## config.mk

```make
export PLATFORM = sky130hd
export DESIGN_NAME = mdns_a_query_responder_unit
export DESIGN_NICKNAME = d
export VERILOG_FILES = /design/src/design/mqr_pkg.sv /design/src/design/mqr_parser.sv /design/src/design/mqr_answer_gen.sv /design/src/design/mdns_a_query_responder_unit.sv
export SDC_FILE = /design/constraint.sdc
export NUM_CORES = 1
export LEC_CHECK = 0
export BUFFER_PORTS_ARGS = -buffer_cell sky130_fd_sc_hd__buf_2
export CORE_MARGIN = 5
export CORE_UTILIZATION = 60
export DETAILED_ROUTE_END_ITERATION = 6
export GPL_TIMING_DRIVEN = 0
export MAX_ROUTING_LAYER = met4
export PLACE_DENSITY = 0.8
export SLEW_MARGIN = 0
export SYNTH_ARGS = -nofsm -noshare
export SYNTH_HDL_FRONTEND = slang
export SYNTH_SLANG_ARGS = --single-unit
```

## constraint.sdc

```tcl
create_clock -name clk_i -period 3.6 [get_ports clk_i]
set_input_delay 0.54 -clock clk_i [delete_from_list [all_inputs] [get_ports clk_i]]
set_output_delay 0.54 -clock clk_i [all_outputs]
set_load 0.02 [all_outputs]
```

## src/design/mqr_pkg.sv

```systemverilog
// Shared types, constants and the answer byte table of the mDNS A query responder.
// Used by mqr_parser and mqr_answer_gen.
package mqr_pkg;

  typedef enum logic [1:0] {
    PH_HEADER,
    PH_NAME,
    PH_TAIL,
    PH_IGNORE
  } phase_e;

  localparam int unsigned HOST_NAME_LEN = 12;
  localparam int unsigned HEAD_LEN      = 12;
  localparam int unsigned REST_LEN      = 10;
  localparam int unsigned ANSWER_LEN    = 38;

  localparam int unsigned NAME_POS_W = $clog2(HOST_NAME_LEN + 1);
  localparam int unsigned ANS_IDX_W  = $clog2(ANSWER_LEN);

  localparam logic [3:0] HDR_FLAGS_POS = 4'd2;
  localparam logic [3:0] HDR_QDHI_POS  = 4'd4;
  localparam logic [3:0] HDR_QDLO_POS  = 4'd5;
  localparam logic [3:0] HDR_LAST_POS  = 4'd11;

  localparam logic [7:0] ASCII_UPPER_A = 8'h41;
  localparam logic [7:0] ASCII_UPPER_Z = 8'h5A;
  localparam logic [7:0] ASCII_CASE    = 8'h20;

  localparam logic [14:0] QCLASS_IN  = 15'd1;
  localparam logic [15:0] QTYPE_A    = 16'd1;
  localparam logic [15:0] QTYPE_ANY  = 16'd255;

  // Wire-format host name: 4-byte label, 5-byte label "local", root.
  localparam logic [7:0] HOST_NAME [HOST_NAME_LEN] = '{
    8'h04, 8'h6D, 8'h61, 8'h7A, 8'h75,
    8'h05, 8'h6C, 8'h6F, 8'h63, 8'h61, 8'h6C, 8'h00
  };

  // Header: id 0, flags QR|AA, no questions, one answer.
  localparam logic [7:0] ANS_HEAD [HEAD_LEN] = '{
    8'h00, 8'h00, 8'h84, 8'h00, 8'h00, 8'h00,
    8'h00, 8'h01, 8'h00, 8'h00, 8'h00, 8'h00
  };

  // Type A, class IN with cache flush, TTL 120, rdlength 4.
  localparam logic [7:0] ANS_REST [REST_LEN] = '{
    8'h00, 8'h01, 8'h80, 8'h01, 8'h00, 8'h00, 8'h00, 8'h78, 8'h00, 8'h04
  };

  localparam logic [ANS_IDX_W-1:0] NAME_BASE = ANS_IDX_W'(HEAD_LEN);
  localparam logic [ANS_IDX_W-1:0] REST_BASE = ANS_IDX_W'(HEAD_LEN + HOST_NAME_LEN);
  localparam logic [ANS_IDX_W-1:0] ADDR_BASE =
    ANS_IDX_W'(HEAD_LEN + HOST_NAME_LEN + REST_LEN);
  localparam logic [ANS_IDX_W-1:0] ANS_LAST_IDX = ANS_IDX_W'(ANSWER_LEN - 1);

  function automatic logic [7:0] answer_byte(input logic [ANS_IDX_W-1:0] idx,
                                             input logic [31:0] ipv4);
    logic [ANS_IDX_W-1:0] off;
    logic [7:0] res;
    off = '0;
    if (idx < NAME_BASE) begin
      res = ANS_HEAD[idx[3:0]];
    end else if (idx < REST_BASE) begin
      off = idx - NAME_BASE;
      res = HOST_NAME[off[3:0]];
    end else if (idx < ADDR_BASE) begin
      off = idx - REST_BASE;
      res = ANS_REST[off[3:0]];
    end else begin
      off = idx - ADDR_BASE;
      case (off[1:0])
        2'd0:    res = ipv4[31:24];
        2'd1:    res = ipv4[23:16];
        2'd2:    res = ipv4[15:8];
        default: res = ipv4[7:0];
      endcase
    end
    return res;
  endfunction

endpackage

```

## src/design/mqr_parser.sv

```systemverilog
// Payload parser: header checks, question walk, name/type/class match.
// Depends on mqr_pkg; pulses match_o on the byte that completes a matching question.
module mqr_parser (
  input  logic       clk_i,
  input  logic       rst_ni,
  input  logic       accept_i,
  input  logic [7:0] byte_i,
  input  logic       last_i,
  output logic       match_o
);

  mqr_pkg::phase_e phase_q, phase_d;
  logic [3:0]  hdr_pos_q, hdr_pos_d;
  logic [7:0]  flags_q, flags_d;
  logic [15:0] qcount_q, qcount_d;
  logic [5:0]  label_left_q, label_left_d;
  logic [mqr_pkg::NAME_POS_W-1:0] name_pos_q, name_pos_d;
  logic        name_ok_q, name_ok_d;
  logic [1:0]  tail_pos_q, tail_pos_d;
  logic [23:0] tc_q, tc_d;

  logic        hdr_done, hdr_drop, label_end, name_term, name_bad, tail_done, qmatch;
  logic [15:0] q_dec;
  logic [7:0]  lc_byte;

  assign hdr_done  = (hdr_pos_q == mqr_pkg::HDR_LAST_POS);
  assign hdr_drop  = flags_q[7] | (|flags_q[6:3]) | (qcount_q == 16'd0);
  assign label_end = (label_left_q == 6'd0);
  assign name_term = label_end && (byte_i == 8'h00);
  assign name_bad  = label_end && (byte_i != 8'h00) && (|byte_i[7:6]);
  assign tail_done = (tail_pos_q == 2'd3);
  assign qmatch    = ({tc_q[6:0], byte_i} == mqr_pkg::QCLASS_IN) &&
                     ((tc_q[23:8] == mqr_pkg::QTYPE_A) ||
                      (tc_q[23:8] == mqr_pkg::QTYPE_ANY)) && name_ok_q;
  assign q_dec     = qcount_q - 16'd1;
  assign lc_byte   = ((byte_i >= mqr_pkg::ASCII_UPPER_A) &&
                      (byte_i <= mqr_pkg::ASCII_UPPER_Z)) ?
                     (byte_i + mqr_pkg::ASCII_CASE) : byte_i;

  // Next phase
  always_comb begin
    phase_d = phase_q;
    if (accept_i) begin
      unique case (phase_q)
        mqr_pkg::PH_HEADER: begin
          if (hdr_done) phase_d = hdr_drop ? mqr_pkg::PH_IGNORE : mqr_pkg::PH_NAME;
        end
        mqr_pkg::PH_NAME: begin
          if (name_term)     phase_d = mqr_pkg::PH_TAIL;
          else if (name_bad) phase_d = mqr_pkg::PH_IGNORE;
        end
        mqr_pkg::PH_TAIL: begin
          if (tail_done) begin
            if (qmatch || (q_dec == 16'd0)) phase_d = mqr_pkg::PH_IGNORE;
            else                            phase_d = mqr_pkg::PH_NAME;
          end
        end
        mqr_pkg::PH_IGNORE: phase_d = mqr_pkg::PH_IGNORE;
        default:            phase_d = mqr_pkg::PH_HEADER;
      endcase
      if (last_i) phase_d = mqr_pkg::PH_HEADER;
    end
  end

  // Datapath and match pulse
  always_comb begin
    hdr_pos_d    = hdr_pos_q;
    flags_d      = flags_q;
    qcount_d     = qcount_q;
    label_left_d = label_left_q;
    name_pos_d   = name_pos_q;
    name_ok_d    = name_ok_q;
    tail_pos_d   = tail_pos_q;
    tc_d         = tc_q;
    match_o      = 1'b0;
    if (accept_i) begin
      unique case (phase_q)
        mqr_pkg::PH_HEADER: begin
          if (hdr_pos_q == mqr_pkg::HDR_FLAGS_POS) flags_d = byte_i;
          else if (hdr_pos_q == mqr_pkg::HDR_QDHI_POS) qcount_d = {byte_i, 8'h00};
          else if (hdr_pos_q == mqr_pkg::HDR_QDLO_POS) qcount_d = {qcount_q[15:8], byte_i};
          if (!hdr_done) begin
            hdr_pos_d = hdr_pos_q + 4'd1;
          end else if (!hdr_drop) begin
            label_left_d = '0;
            name_pos_d   = '0;
            name_ok_d    = 1'b1;
            tail_pos_d   = '0;
            tc_d         = '0;
          end
        end
        mqr_pkg::PH_NAME: begin
          if (name_pos_q >= mqr_pkg::NAME_POS_W'(mqr_pkg::HOST_NAME_LEN)) begin
            name_ok_d = 1'b0;
          end else begin
            if (lc_byte != mqr_pkg::HOST_NAME[name_pos_q]) name_ok_d = 1'b0;
            name_pos_d = name_pos_q + mqr_pkg::NAME_POS_W'(1);
          end
          if (!label_end) begin
            label_left_d = label_left_q - 6'd1;
          end else if (name_term) begin
            tail_pos_d = '0;
            tc_d       = '0;
          end else if (!name_bad) begin
            label_left_d = byte_i[5:0];
          end
        end
        mqr_pkg::PH_TAIL: begin
          if (!tail_done) begin
            tc_d       = {tc_q[15:0], byte_i};
            tail_pos_d = tail_pos_q + 2'd1;
          end else if (qmatch) begin
            match_o = 1'b1;
          end else begin
            qcount_d = q_dec;
            if (q_dec != 16'd0) begin
              label_left_d = '0;
              name_pos_d   = '0;
              name_ok_d    = 1'b1;
              tail_pos_d   = '0;
              tc_d         = '0;
            end
          end
        end
        mqr_pkg::PH_IGNORE: ;
        default: ;
      endcase
      if (last_i) begin
        hdr_pos_d    = '0;
        flags_d      = '0;
        qcount_d     = '0;
        label_left_d = '0;
        name_pos_d   = '0;
        name_ok_d    = 1'b1;
        tail_pos_d   = '0;
        tc_d         = '0;
      end
    end
  end

  always_ff @(posedge clk_i or negedge rst_ni) begin
    if (!rst_ni) begin
      phase_q      <= mqr_pkg::PH_HEADER;
      hdr_pos_q    <= '0;
      flags_q      <= '0;
      qcount_q     <= '0;
      label_left_q <= '0;
      name_pos_q   <= '0;
      name_ok_q    <= 1'b1;
      tail_pos_q   <= '0;
      tc_q         <= '0;
    end else begin
      phase_q      <= phase_d;
      hdr_pos_q    <= hdr_pos_d;
      flags_q      <= flags_d;
      qcount_q     <= qcount_d;
      label_left_q <= label_left_d;
      name_pos_q   <= name_pos_d;
      name_ok_q    <= name_ok_d;
      tail_pos_q   <= tail_pos_d;
      tc_q         <= tc_d;
    end
  end

endmodule

```

## src/design/mqr_answer_gen.sv

```systemverilog
// Answer burst generator: byte counter and registered output stage.
// Depends on mqr_pkg for the answer byte table.
module mqr_answer_gen (
  input  logic        clk_i,
  input  logic        rst_ni,
  input  logic        start_i,
  input  logic [31:0] ipv4_i,
  input  logic        ready_i,
  output logic        valid_o,
  output logic [7:0]  data_o,
  output logic        last_o
);

  logic                          busy_q, busy_d;
  logic [mqr_pkg::ANS_IDX_W-1:0] idx_q, idx_d;
  logic [7:0]                    data_q, data_d;
  logic                          last_q, last_d;
  logic [mqr_pkg::ANS_IDX_W-1:0] idx_nxt;

  assign idx_nxt = idx_q + mqr_pkg::ANS_IDX_W'(1);

  always_comb begin
    busy_d = busy_q;
    idx_d  = idx_q;
    data_d = data_q;
    last_d = last_q;
    if (start_i) begin
      busy_d = 1'b1;
      idx_d  = '0;
      data_d = mqr_pkg::answer_byte('0, ipv4_i);
      last_d = 1'b0;
    end else if (busy_q && ready_i) begin
      if (last_q) begin
        busy_d = 1'b0;
      end else begin
        idx_d  = idx_nxt;
        data_d = mqr_pkg::answer_byte(idx_nxt, ipv4_i);
        last_d = (idx_nxt == mqr_pkg::ANS_LAST_IDX);
      end
    end
  end

  always_ff @(posedge clk_i or negedge rst_ni) begin
    if (!rst_ni) begin
      busy_q <= 1'b0;
      idx_q  <= '0;
      last_q <= 1'b0;
    end else begin
      busy_q <= busy_d;
      idx_q  <= idx_d;
      last_q <= last_d;
    end
  end

  always_ff @(posedge clk_i) begin
    data_q <= data_d;
  end

  assign valid_o = busy_q;
  assign data_o  = data_q;
  assign last_o  = last_q;

endmodule

```

## src/design/mdns_a_query_responder_unit.sv

```systemverilog
// Top level of the mDNS A query responder: stream ports, address register, assertions.
// Depends on mqr_pkg, mqr_parser and mqr_answer_gen.

// Takes a DNS payload one byte per request on the slave stream (tlast on the
// final byte) and, when a question asks for the A or ANY record of the local
// host name with class IN, sends a 38-byte answer on the master stream, one
// byte per request, tlast on the last byte. Input bytes are accepted every
// cycle, except while an answer burst is under way: s_axis_tready is low from
// the cycle after the matching byte until the last answer byte is taken. The
// first answer byte is valid in the cycle after the byte that completes the
// matching question. Malformed, truncated, response or non-matching payloads
// give no output. cfg_data_i (host_ipv4, first octet in bits 31:24) is
// written whenever cfg_valid_i is high; change it only while no answer is
// pending.
module mdns_a_query_responder_unit (
  input  logic        clk_i,
  input  logic        rst_ni,
  // Payload in
  input  logic        s_axis_tvalid,
  output logic        s_axis_tready,
  input  logic [7:0]  s_axis_tdata,   // [7:0] in_byte
  input  logic        s_axis_tlast,   // in_last
  // Answer out
  output logic        m_axis_tvalid,
  input  logic        m_axis_tready,
  output logic [7:0]  m_axis_tdata,   // [7:0] out_byte
  output logic        m_axis_tlast,   // out_last
  // host_ipv4 register write
  input  logic        cfg_valid_i,
  output logic        cfg_ready_o,
  input  logic [31:0] cfg_data_i
);

  logic [31:0] ipv4_q;
  logic        in_accept;
  logic        ans_start;

  // Burst in progress blocks new payload bytes.
  assign s_axis_tready = !m_axis_tvalid;
  assign in_accept     = s_axis_tvalid && s_axis_tready;
  assign cfg_ready_o   = 1'b1;

  always_ff @(posedge clk_i or negedge rst_ni) begin
    if (!rst_ni) begin
      ipv4_q <= '0;
    end else if (cfg_valid_i) begin
      ipv4_q <= cfg_data_i;
    end
  end

  mqr_parser u_parser (
    .clk_i    (clk_i),
    .rst_ni   (rst_ni),
    .accept_i (in_accept),
    .byte_i   (s_axis_tdata),
    .last_i   (s_axis_tlast),
    .match_o  (ans_start)
  );

  mqr_answer_gen u_answer (
    .clk_i   (clk_i),
    .rst_ni  (rst_ni),
    .start_i (ans_start),
    .ipv4_i  (ipv4_q),
    .ready_i (m_axis_tready),
    .valid_o (m_axis_tvalid),
    .data_o  (m_axis_tdata),
    .last_o  (m_axis_tlast)
  );

`ifndef ASSERT_OFF
  // A match can only come from an accepted byte, never during a burst.
  a_start_idle: assert property (@(posedge clk_i) disable iff (!rst_ni)
    ans_start |-> (in_accept && !m_axis_tvalid))
    else $error("answer start while burst active");

  // A match opens a burst whose first byte is the zero ID byte, not last.
  a_start_burst: assert property (@(posedge clk_i) disable iff (!rst_ni)
    ans_start |=> (m_axis_tvalid && (m_axis_tdata == 8'h00) && !m_axis_tlast))
    else $error("burst did not open correctly");

  // Taking the last answer byte ends the burst and reopens the input.
  a_burst_end: assert property (@(posedge clk_i) disable iff (!rst_ni)
    (m_axis_tvalid && m_axis_tready && m_axis_tlast) |=> (!m_axis_tvalid && s_axis_tready))
    else $error("burst did not end after last byte");
`endif

endmodule
```

# Yosys cells after proc, flatten, opt, wreduce, memory -nomap -nowiden
# Memories as Yosys holds them, arrays and structs flattened.
# Index checks and enable logic that the tools add are counted.
# op_classes
addsub	10
n_lt_le_gt_ge	10
n_eq_ne	34
mux	92
bitwise	7
n_reduce_logical	39
# ops
cell	count
24-bit two-way mux	8
8-bit two-way mux	16
16-bit two-way mux	5
6-bit two-way mux	12
24-bit case mux with 3 select lines	1
4-bit two-way mux	10
16-bit logical NOT	2
16-bit case mux with 2 select lines	1
2-bit two-way mux	15
8-bit case mux with 3 select lines	1
8-bit AND reduction	3
5-bit greater-or-equal comparator (second input constant)	4
4-bit inverter with 5-bit output	4
1-bit two-way mux	18
3-bit by 2-bit != test with 1-bit output (second input constant)	6
6-bit case mux with 3 select lines	1
16-bit by 1-bit equality test with 1-bit output (second input constant)	1
16-bit by 8-bit equality test with 1-bit output (second input constant)	1
4-bit != test (second input constant)	4
16-bit nonzero test	1
16-bit by 1-bit subtractor with 16-bit output (second input constant)	1
15-bit by 1-bit equality test with 1-bit output (second input constant)	1
3-bit != test (second input constant)	4
4-bit by 2-bit != test with 1-bit output (second input constant)	3
other kinds (44)	69
# totals
regBits	115
mem_bits_ro	512
out_inout_bits	12
elab_cells	211
n_memories	4
# mem_list
memory	depth	width	rd	rd_clocked_by_memory_dff	write_ports	line_no	rtl
(name not given)	16	8	1	0	0	mqr_pkg.sv:62	res = ANS_HEAD[idx[3:0]];
(name not given)	16	8	1	0	0	mqr_pkg.sv:68	res = ANS_REST[off[3:0]];
(name not given)	16	8	1	0	0	mqr_parser.sv:96	if (lc_byte != mqr_pkg::HOST_NAME[name_pos_q]) name_ok_d = 1'b0;
(name not given)	16	8	1	0	0	mqr_pkg.sv:65	res = HOST_NAME[off[3:0]];

# Longest topological paths before layout
# Gate-level depths: netlist (run 1).
# depth
depth_word	10
depth_mapped	11
depth_no_buf	9

# Modules after synthesis
# Synthesis (run 1) repeated with hierarchy kept, for this count alone.
# hier_totals
cells_unflattened	769
hier_area_um2	7338.3
# modules_own_cells
mod	n_inst	cells_each	area_per_inst_um2	seq_area_each_um2
mqr_parser	1	507	4404.2	1602.8
mqr_answer_gen	1	190	1567.8	360.3
mdns_a_query_responder_unit	1	72	1366.3	800.8

# Least setup slack after synthesis (run 1)
# No wires, ideal clock.
# synth_timing
path_type	input port to flip-flop
startpoint	input s_axis_tdata[2]
endpoint	register u_parser.qcount_q[3]
setup_time_ps	127
arrival_ps	2485
path_slack_ps	988
cell_stages	9
path_buffers	2
path_cell_list	buf_2 -> nor4_1 -> and4_1 -> o2111ai_2 -> a31o_2 -> a21oi_2 -> nand2b_1 -> buf_4 -> mux2_1
# synth_via
elab_chain_cells	5
# synth_lines
item	line_no	rtl
from (decl)	mdns_a_query_responder_unit.sv:21	input logic [7:0] s_axis_tdata,
15-bit by 1-bit equality test with 1-bit output	mqr_parser.sv:32	assign qmatch = ({tc_q[6:0], byte_i} == mqr_pkg::QCLASS_IN) &&
1-bit logical AND	mqr_parser.sv:32	
1-bit logical AND	mqr_parser.sv:34	(tc_q[23:8] == mqr_pkg::QTYPE_ANY)) && name_ok_q;
3-bit != test (no line)	--	
6-bit AND reduction (no line)	--	
to (signal assigned)	mqr_parser.sv:156	qcount_q <= qcount_d;
to (decl)	mqr_parser.sv:15	logic [15:0] qcount_q, qcount_d;
# No other way between the ends.
# A chain may end at the register's enable or synchronous reset.

# Final worst setup path (run 1)
# layout_timing
startpoint	register u_parser.qcount_q[0]
endpoint	register u_parser.tc_q[16]
# layout_via
elab_chain_cells	4
# layout_lines
item	line_no	rtl
16-bit by 1-bit subtractor with 16-bit output or 16-bit logical NOT (tied branches)	mqr_parser.sv:35, mqr_parser.sv:27	
16-bit nonzero test or 1-bit OR (tied branches)	mqr_parser.sv:116, mqr_parser.sv:27	
4-bit != test (no line) or 3-bit != test (tied branches)	--	
8-bit AND reduction (no line) *	--	
to (signal assigned)	mqr_parser.sv:161	tc_q <= tc_d;
to (decl)	mqr_parser.sv:20	logic [23:0] tc_q, tc_d;
# Every way passes the cells marked *; elsewhere a longest branch is shown, timed or not.

==> metrics, run 1 <==
run status complete, no violations; Slew Viols, Final 0; area leader, netlist dfrtp_1; # diodes 0; R2R Setup Slk 0.34 ns; min Tclk post-route 3.26 ns; Clock Sinks 112; Unique masters post-synth 75; Via density 6.34; largest net degree at the start of global routing 54; Final ANT Viol Nets 0; final setup fails 0; NumNets Final 819; htree depth 3; Pwr Total 0.00429 W; Critical Path Max Stage Delay 0.69 ns; final wirelength 17,000 um; vias 5,647; chip height 114 um; power per cell area 598 nW/um2; Hold WS 0.165 ns; Filler Cell Count 871; switching pwr 0.00180 W; Clock Latency Late Sink 0.40 ns; most frequent cells in the layout dfrtp_1 (103), nand2_1 (62), nor2_1 (58); Slew HR 45.7%; final worst-path cycle share 90.6%; CTS Buffer Depth 2; CP Capture Type flop; clock power share 18.2%; Non-Filler Instances 891; part of the power in registers 39.4%; DRC viols 0; post-synthesis net count 756; RD Place Congestion 0.919; Hold WC Path Type input pin to async pin; initial antenna violation count 0; P&R area growth vs syn 10.0%; Peak VDD IR 0.361 mV; Data required, critical path 3.88 ns; CTS Root Cell clkbuf_8; maximum clock frequency 0.307 GHz; post-DP HPWL 12,500 um; final hold vios 0; initial core utilization 60.7%; Synth Register Bits 112; syn avg cell area 9.54 um2; first-pass GRT wire length 28,300 um; Startpoint Class flop; number of buffers created by CTS 9; DRT Pass-1 Iters 6; Clock Pin Slew Worst Setup and Hold Paths 0.11 ns; Sw Share 41.9%; hold-fix buffer count after cts 0; vias in the first global route 5,743; total grt overflow 0; chip width 114 um; Int Power 0.00249 W; CP max stage cell nor3b_1; setup TNS 0 ns; leakage 3.14 nW; PortBufs 51; Post-CTS Setup Inserts 0; ys async rst share 92.9%; Critical Path AT 3.55 ns; Seq/Total Area, Yosys 42.4%; yosys warns 0; RSZ-0062 raised after global routing false; kind of critical path flop to flop; Synth top area share 39.5%; reg2reg path depth 10; TritonCTS clock tree built; post-DR wirelength/cell 19.1 um; Synth Cell Area 6520 um2; I/O pin cnt 58; Area contributors post-synth dfrtp_1 (40%), mux2_2 (5.7%), ha_1 (5.2%); Worst Skew 0.0151 ns; cts repair resizes 0; FF-to-FF Start u_parser.qcount_q[0]$_DFFE_PN0P_; Mapped Cells 683; Main synth FF type dfrtp_1; Placed Cells 875; Worst Path Max Fanout 10; max-cap violation count 0; worst r2r dst u_parser.tc_q[16]$_DFFE_PN0P_; core box area 10,700 um2; Overall Global Routing Usage 28.0%; layout cells sized above 1 18.5%; Iter 0 DRT Violations 645; Comb pwr share 42.4%; commonest non-fill, non-tap cell in the layout dfrtp_1; actual slew at the worst max-slew pin 0.808 ns; Die Area 13,000 um2; crit-path cells inv_1 > ha_1 > nor3b_1 > nand4_1 > a31oi_1 > a211oi_2 > o21ai_0 > nor3_2 > clkbuf_1 > a22o_1; row count 38; Post-synth EDFFs 0
-- critical path: cells and delay by family (launching register included) --
family,cells,cell delay [ns]
adder cells (fa/ha/maj),1,0.22
AND/OR/NAND/NOR,3,1.16
flip-flops,1,0.45
AO/OA/AOI/OAI,4,0.93
buffers and inverters,2,0.39
-- final cells by class --
class	count	area (um2)	share of cell area [%]
multi-input combinational	505	3440	48.0
buffer	39	209	2.91
clock buffer	9	124	1.73
inverter	27	101	1.41
sequential	112	2760	38.5
tap	140	175	2.44
clock inverter	7	70.1	0.977
timing repair buffer	52	285	3.98
-- power by group through the flow --
| stage | combinational (W) | clock (W) | sequential, W |
|---|---|---|---|
| after detailed placement | 0.00179 | 0 | 0.00170 |
| after global routing | 0.00202 | 0.000846 | 0.00172 |
| final | 0.00182 | 0.000781 | 0.00169 |
| after global placement | 0.00174 | 0 | 0.00169 |
| after floorplan | 0.00139 | 0 | 0.00164 |
| after CTS | 0.00180 | 0.000794 | 0.00168 |
-- layer usage --
metal,vias up,wire (um),track usage [%]
met4,0,422,9.58
li1,2638,-,-
met2,214,8060,44.2
met1,2754,7370,36.1
met3,41,1200,5.76
met5,-,0,-
-- cells by family (layout without fill, tap and decap cells) --
| group | after synthesis | after routing | share of synthesized area (%) |
|---|---|---|---|
| AO/OA/AOI/OAI | 201 | 201 | 21.4 |
| XOR/XNOR | 20 | 20 | 2.69 |
| adder cells (fa/ha/maj) | 27 | 27 | 5.18 |
| buffers and inverters | 66 | 134 | 4.76 |
| flip-flops | 112 | 112 | 42.4 |
| multiplexers | 44 | 44 | 7.43 |
| other | 1 | 1 | 0.0575 |
| AND/OR/NAND/NOR | 212 | 212 | 16.0 |
-- how the worst max path moves through the flow --
stage / start / endpoint / slack, ns / cells after the start
2_1_floorplan: s_axis_tdata[2] / u_parser.qcount_q[3]$_DFFE_PN0P_ / 0.99 / 9
3_3_place_gp: u_parser.qcount_q[0]$_DFFE_PN0P_ / u_parser.tc_q[23]$_DFFE_PN0P_ / 0.47 / 10
3_5_place_dp: u_parser.qcount_q[0]$_DFFE_PN0P_ / u_parser.tc_q[23]$_DFFE_PN0P_ / 0.40 / 10
4_1_cts: u_parser.qcount_q[0]$_DFFE_PN0P_ / u_parser.tc_q[16]$_DFFE_PN0P_ / 0.40 / 10
5_1_grt: u_parser.qcount_q[0]$_DFFE_PN0P_ / u_parser.tc_q[17]$_DFFE_PN0P_ / 0.18 / 10
6_report: u_parser.qcount_q[0]$_DFFE_PN0P_ / u_parser.tc_q[16]$_DFFE_PN0P_ / 0.34 / 10
-- Yosys cell counts (8+ instances only) --
library cell and number:
dfrtp_1 103, ha_1 27, mux2i_1 9, nand2_1 62
xnor2_1 14, nor4_1 15, clkbuf_1 19, mux2_2 33
a211oi_1 9, a22o_1 24, nor2_1 58, o21ai_0 54
inv_1 27, dfxtp_1 8, a222oi_1 8, o31ai_1 9
a21oi_1 32, nor3_1 19, a31oi_1 10, nand3_1 11
-- state kept, by name (all words and copies together) (netlist names) --
| register | flops |
|---|---|
| ipv4_q | 32 |
| u_parser.flags_q | 5 |
| u_answer.last_o | 1 |
| u_answer.data_o | 8 |
| u_parser.tail_pos_q | 2 |
| u_parser.label_left_q | 6 |
| u_parser.name_pos_q | 4 |
| u_answer.idx_q | 6 |
| u_parser.tc_q | 24 |
| u_answer.valid_o | 1 |
| u_parser.hdr_pos_q | 4 |
| u_parser.phase_q | 2 |
| u_parser.name_ok_q | 1 |
| u_parser.qcount_q | 16 |
-- per-stage QoR --
stage	util [%]	cell area [um2]	worst slack, ns
6_report	66.7	7170	0.337
5_1_grt	66.7	7170	0.177
4_1_cts	66.7	7170	0.405
3_5_place_dp	64.9	6980	0.397
3_3_place_gp	64.7	6950	0.475
2_1_floorplan	-	6520	0.988
Note: power is estimated with default switching activity, not from simulation.
==> run 2, diff against run 1 <==
--- a/config.mk
+++ b/config.mk
@@ -11,7 +11,7 @@
 export DETAILED_ROUTE_END_ITERATION = 6
 export GPL_TIMING_DRIVEN = 0
 export MAX_ROUTING_LAYER = met4
-export PLACE_DENSITY = 0.8
+export PLACE_DENSITY_LB_ADDON = 0.05
 export SLEW_MARGIN = 0
 export SYNTH_ARGS = -nofsm -noshare
 export SYNTH_HDL_FRONTEND = slang
==> run 2 against run 1 <==
- register-to-register slack barely moved
- die area did not move
- non-clock buffer count did not move
- cell count did not move
- setup slack got worse by 0.0047 ns
- critical path depth did not move
- flip-flop and latch count did not move
- core utilization fell by 0.12 points
- hold slack got worse by 0.0022 ns
- count of clock-buffer cells in the layout rose by 3
- total power fell by 1.3%
- via count fell by 0.76%
==> metrics, run 2 (synthesis gave the netlist of run 1 again) <==
run status complete, no violations; Overall Global Routing Usage 26.9% (-1.0 points); Post-CTS Setup Inserts 0 (unchanged); commonest non-fill, non-tap cell in the layout dfrtp_1; crit-path cells inv_1 > ha_1 > nor3b_1 > nand4_1 > a31oi_1 > a211oi_2 > o21ai_0 > nor3_2 > clkbuf_1 > a22o_1; final worst-path cycle share 90.8% (+0.13 points); NumNets Final 819 (unchanged); Iter 0 DRT Violations 552 (-14%); Via density 6.29 (-0.76%); layout cells sized above 1 18.2% (-0.27 points); DRC viols 0 (unchanged); Clock Sinks 112 (unchanged); first-pass GRT wire length 27,100 um (-4.2%); vias 5,604 (-0.76%); Slew HR 43.2% (-2.5 points); TritonCTS clock tree built; Clock Latency Late Sink 0.40 ns (about the same); cts repair resizes 0 (unchanged); pre-CTS setup slack 0.394 ns (-0.00258 ns); Peak VDD IR 0.392 mV (+8.7%); PortBufs 51 (unchanged); R2R Setup Slk 0.33 ns (about the same); DRT Pass-1 Iters 5 (-1); actual slew at the worst max-slew pin 0.845 ns (+0.0370 ns); CTS Buffer Depth 2 (unchanged); total grt overflow 0 (unchanged); Pwr Total 0.00424 W (-1.3%); fin area 7160 um2 (-0.17%); Largest regs ipv4_q: 32 flops, u_parser.tc_q: 24 flops, u_parser.qcount_q: 16 flops; P&R area growth vs syn 9.85%; number of buffers created by CTS 9 (unchanged); Critical Path AT 3.55 ns (about the same); hold-fix buffer count after cts 0 (unchanged); min Tclk post-route 3.27 ns (+0.00474 ns); final wirelength 16,700 um (-2.0%); Hold WS 0.163 ns (-0.00219 ns); Die Area 13,000 um2 (unchanged); power per cell area 592 nW/um2 (-1.1%); PnR worst setup slack 0.333 ns (-0.00474 ns); Slew Viols, Final 0 (unchanged); maximum clock frequency 0.306 GHz (-0.15%); core box area 10,700 um2 (unchanged); Most flops, register ipv4_q; vias in the first global route 5,316 (-7.4%); setup TNS 0 ns (unchanged); CP Capture Type flop; area post-placement 6980 um2 (unchanged); leakage 3.13 nW (-0.16%); post-DR wirelength/cell 18.8 um (-2.0%); Clock Pin Slew Worst Setup and Hold Paths 0.11 ns (about the same); row count 38 (unchanged); Final ANT Viol Nets 0 (unchanged); Data required, critical path 3.88 ns (about the same); RD Place Congestion 0.894 (-2.7%); most frequent cells in the layout dfrtp_1 (103), nand2_1 (62), nor2_1 (58); max-cap violation count 0 (unchanged); RSZ-0062 raised after global routing false; post-DP HPWL 12,400 um (-0.76%); CP max stage cell nor3b_1; CTS Root Cell clkbuf_8; initial core utilization 60.7% (unchanged); Hold WC Path Type input pin to async pin; Buf/Inv on CP 2 (unchanged); largest net degree at the start of global routing 55 (+1.9%); initial antenna violation count 0 (unchanged); Top delay family on crit path simple AND/OR/NAND/NOR gates; Worst Path Max Fanout 10 (unchanged); max reg flops 32 (unchanged); chip width 114 um (unchanged); # diodes 0 (unchanged); I/O pin cnt 58 (unchanged); Filler Cell Count 911 (+4.6%); final setup fails 0 (unchanged); final hold vios 0 (unchanged); Critical Path Max Stage Delay 0.70 ns (about the same); Worst Skew 0.0122 ns (-0.00284 ns); htree depth 3 (unchanged); kind of critical path flop to flop; chip height 114 um (unchanged); Startpoint Class flop
==> run 2: worst reg2reg max path: cells and delay by family, from the launching register on <==
kind                     cells  cell delay, ns
AND/OR/NAND/NOR              3            1.14
buffers and inverters        2            0.38
adder cells (fa/ha/maj)      1            0.24
AO/OA/AOI/OAI                4            0.96
flip-flops                   1            0.44
==> run 2: final timing paths <==
| path | start | endpoint | depth (start not counted) |
|---|---|---|---|
| max | u_parser.qcount_q[0]$_DFFE_PN0P_ | u_parser.tc_q[15]$_DFFE_PN0P_ | 10 |
| max reg2reg | u_parser.qcount_q[0]$_DFFE_PN0P_ | u_parser.tc_q[15]$_DFFE_PN0P_ | 10 |
| min reg2reg | u_answer.data_o[4]$_SDFFE_PP0P_ | u_answer.data_o[4]$_SDFFE_PP0P_ | 2 |
| min | rst_ni | u_parser.qcount_q[15]$_DFFE_PN0P_ | 1 |
| min in group clk_i | cfg_data_i[20] | ipv4_q[20]$_DFFE_PN0P_ | 2 |
| max in group asynchronous | rst_ni | u_parser.name_pos_q[3]$_DFFE_PN0P_ | 2 |
==> run 2: area by class of cell <==
cell class | count | area (um2) | area share, %
multi-input combinational | 505 | 3440 | 48.1
sequential | 112 | 2760 | 38.6
timing repair buffer | 52 | 285 | 3.98
buffer | 39 | 209 | 2.92
tap | 140 | 175 | 2.45
clock buffer | 12 | 145 | 2.03
inverter | 27 | 101 | 1.42
clock inverter | 4 | 36.3 | 0.507
==> run 2: per-layer routing <==
metal | routed length (um) | GRT usage (%) | vias to the layer above
met5 | 0 | - | -
met4 | 268 | 6.73 | 0
met3 | 1080 | 6.34 | 26
met2 | 7720 | 40.4 | 181
met1 | 7640 | 37.3 | 2753
li1 | - | - | 2644
==> run 2: power by group <==
group          switching (W)  internal, W  leakage, nW
Sequential          0.000226      0.00147         1.42
Combinational        0.00111     0.000704         1.62
Clock               0.000447     0.000283       0.0948
==> run 2: through the flow <==
stage               util, %  std cells
floorplan                 -        683
global placement       64.7        874
detailed placement     64.9        875
CTS                    66.6        891
global route           66.6        891
finish                 66.6        891
==> run 3, diff against run 2 <==
--- a/config.mk
+++ b/config.mk
@@ -5,6 +5,7 @@
 export SDC_FILE = /design/constraint.sdc
 export NUM_CORES = 1
 export LEC_CHECK = 0
+export ABC_AREA = 1
 export BUFFER_PORTS_ARGS = -buffer_cell sky130_fd_sc_hd__buf_2
 export CORE_MARGIN = 5
 export CORE_UTILIZATION = 60
==> run 3 against run 2 <==
- critical path depth rose by 2
- total power rose by 7.9%
- clock skew fell by 0.0035 ns
- sequential power barely moved
- die area rose by 7.1%
- core utilization rose by 1.3 points
- sequential share of layout area fell by 3.1 points
- global-route usage fell by 1.1 points
- hold slack got worse by 0.037 ns
- critical path type unchanged
- largest power group unchanged
==> metrics, run 3 <==
Worst Path Max Fanout 10 (unchanged); Unique masters post-synth 48 (-36%); largest family of logic cells by synthesized area simple AND/OR/NAND/NOR gates; fraction of the mapped netlist area in simple logic gates 30.7% (+15 points); post-DR wirelength/cell 14.6 um (-22%); most frequent cells in the layout nand2_1 (223), inv_1 (123), dfrtp_1 (103); maximum clock frequency 0.379 GHz (+24%); CTS Buffer Depth 2 (unchanged); Seq/Total Area, Yosys 39.3% (-3.1 points); kind of critical path flop to flop; switching pwr 0.00199 W (+11%); Clock Pin Slew Worst Setup and Hold Paths 0.08 ns (-0.03 ns); final wirelength 17,200 um (+2.7%); htree depth 3 (unchanged); Non-Filler Instances 1,175 (+32%); DRC viols 0 (unchanged); Worst Skew 0.00872 ns (-0.00352 ns); total grt overflow 0 (unchanged); Filler Cell Count 1,029 (+13%); worst r2r dst u_answer.data_o[5]$_SDFFE_PP0P_; power per cell area 587 nW/um2 (-0.84%); Finished Core Util 67.9% (+1.3 points); Placed Cells 1,159 (+32%); CP Capture Type flop; initial antenna violation count 0 (unchanged); Comb pwr share 41.7% (-1.1 points); Post-synth top cells nand2_1 (223), inv_1 (123), dfrtp_1 (103); met2 Use GR 36.9% (-3.5 points); top-count cell post-synth nand2_1; final hold vios 0 (unchanged); number of buffers created by CTS 9 (unchanged); XOR/XNOR share of the synthesized area 0.748% (-1.9 points); hold-fix buffer count after cts 0 (unchanged); initial core utilization 61.3% (+0.61 points); max-cap violation count 0 (unchanged); # diodes 0 (unchanged); PnR worst setup slack 0.959 ns (+0.626 ns); Sw Share 43.5% (+1.4 points); max reg flops 32 (unchanged); chip width 118 um (+3.5%); cts repair resizes 0 (unchanged); Data required, critical path 3.86 ns (-0.02 ns); CTS Root Cell clkbuf_16; largest net degree at the start of global routing 70 (+27%); Area contributors post-synth dfrtp_1 (37%), nand2_1 (12%), inv_1 (6.6%); Clock Latency Late Sink 0.37 ns (-0.03 ns); area share of fa/ha/maj cells after synthesis 4.81% (-0.37 points); core box area 11,500 um2 (+6.7%); grt met3 use 6.40% (+0.057 points); grt met1 use 38.0% (+0.75 points); first-pass GRT wire length 29,100 um (+7.4%); yosys warns 0 (unchanged); Hold WC Path Type input pin to async pin; Int Power 0.00259 W (+5.4%); Peak VDD IR 0.589 mV (+50%); post-DP HPWL 12,700 um (+3.1%); final worst-path cycle share 73.4% (-17 points); Largest regs ipv4_q: 32 flops, u_parser.tc_q: 24 flops, u_parser.qcount_q: 16 flops; Clock Sinks 112 (unchanged); P&R area growth vs syn 10.9%; run status complete, no violations; ys async rst share 92.9% (unchanged); Compound-Gate Fraction of Synth Area 12.7% (-8.7 points); Slew Viols, Final 0 (unchanged); NumNets Final 1,100 (+34%); Pwr Total 0.00457 W (+7.9%); pre-CTS setup slack 1.02 ns (+0.623 ns); Mapped Cells 961 (+41%); busiest grt layer met1; Main synth FF type dfrtp_1; area leader, netlist dfrtp_1; post-synthesis net count 1,034 (+37%); DRT Pass-1 Iters 6 (+1); Post-CTS Setup Inserts 0 (unchanged); FF-to-FF Start u_answer.idx_q[0]$_DFFE_PN0P_; RSZ-0062 raised after global routing false; Synth Register Bits 112 (unchanged); PortBufs 54 (+5.9%); min Tclk post-route 2.64 ns (-0.626 ns); Slew HR 38.5% (-4.7 points); leakage 3.96 nW (+26%); commonest non-fill, non-tap cell in the layout nand2_1; syn avg cell area 7.31 um2 (-23%); actual slew at the worst max-slew pin 0.916 ns (+0.0710 ns); chip height 118 um (+3.5%); Critical Path AT 2.90 ns (-0.65 ns); R2R Setup Slk 0.96 ns (+0.63 ns); setup TNS 0 ns (unchanged); vias in the first global route 5,909 (+11%); final setup fails 0 (unchanged); Startpoint Class flop; row count 39 (+2.6%); Synth top area share 36.7% (-2.9 points); Most flops, register ipv4_q; Die Area 14,000 um2 (+7.1%); clock power share 21.8% (+4.6 points); vias 6,425 (+15%); Synth Cell Area 7030 um2 (+7.8%); layout cells sized above 1 14.6% (-3.6 points); Iter 0 DRT Violations 587 (+6.3%); Via density 5.47 (-13%); reg2reg path depth 12 (+2); proportion of synthesized area in mux cells 2.08% (-5.3 points); part of the power in registers 36.4% (-3.5 points); TritonCTS clock tree built; Final ANT Viol Nets 0 (unchanged); Overall Global Routing Usage 25.9% (-1.1 points); Post-synth EDFFs 0 (unchanged); RD Place Congestion 0.933 (+4.3%); I/O pin cnt 58 (unchanged)
run 3: cell count changes after synthesis, sizes merged, moves of 13 or more:
cell | before | now
a22o | 29 | 2
inv | 27 | 135
mux2 | 35 | 13
nand2 | 64 | 251
nand3 | 11 | 85
nor2 | 58 | 109
o21ai | 61 | 89
xnor2 | 14 | 1
run 3: final cells by class:
cell class,count,area (um2),area share (%)
plain buffers,29,155,1.99
well taps,143,179,2.30
inverters,137,514,6.60
flip-flops and latches,112,2760,35.5
repair buffers,55,300,3.85
clock inverters,7,61.3,0.787
multi-input cells,683,3590,46.1
clock buffers,9,225,2.89
run 3: critical path, cell delays in order, from the launching register on:
cell,delay (ns)
dfrtp_1,0.50
ha_1,0.29
nand2_1,0.10
inv_1,0.06
nor2_2,0.30
inv_1,0.21
ha_1,0.22
nand3_1,0.08
nand2_1,0.06
clkbuf_1,0.23
o21ai_0,0.22
nand2_1,0.07
a22o_1,0.19
run 3: power by group through the flow:
stage / Combinational [W] / Clock [W] / Sequential (W)
final: 0.00191 / 0.000997 / 0.00167
after global routing: 0.00216 / 0.00107 / 0.00170
after CTS: 0.00189 / 0.00101 / 0.00166
after detailed placement: 0.00187 / 0 / 0.00168
after global placement: 0.00184 / 0 / 0.00168
after floorplan: 0.00147 / 0 / 0.00163
run 3: worst max-delay path by stage:
stage	from	endpoint	slack (ns)	cells after the start
4_1_cts	u_answer.idx_q[0]$_DFFE_PN0P_	u_answer.data_o[7]$_SDFFE_PP0P_	1.0	13
3_3_place_gp	rst_ni	ipv4_q[24]$_DFFE_PN0P_	0.80	1
6_report	u_answer.idx_q[0]$_DFFE_PN0P_	u_answer.data_o[5]$_SDFFE_PP0P_	0.96	12
2_1_floorplan	u_answer.idx_q[0]$_DFFE_PN0P_	u_answer.data_o[5]$_SDFFE_PP0P_	1.42	12
3_5_place_dp	u_answer.idx_q[0]$_DFFE_PN0P_	u_answer.data_o[7]$_SDFFE_PP0P_	1.02	13
5_1_grt	u_answer.idx_q[0]$_DFFE_PN0P_	u_answer.data_o[7]$_SDFFE_PP0P_	0.73	13
run 3: through the flow:
step / hold slack [ns] / cell area, um2
floorplan: 0.244 / 7030
global placement: 0.434 / 7470
detailed placement: 0.446 / 7500
CTS: 0.145 / 7790
global route: 0.163 / 7790
finish: 0.126 / 7790
run 3: cells by family after synthesis:
logic type / Yosys count
simple gates: 480
buf+inv: 166
compound gates: 156
flops: 112
fa+ha+maj: 27
mux: 13
xor+xnor: 6
other cells: 1
run 3: per-layer routing:
metal,part of all wire (%),wire length (um)
met4,0.96,164
met5,0,0
met3,6.6,1130
met1,50,8500
met2,43,7380
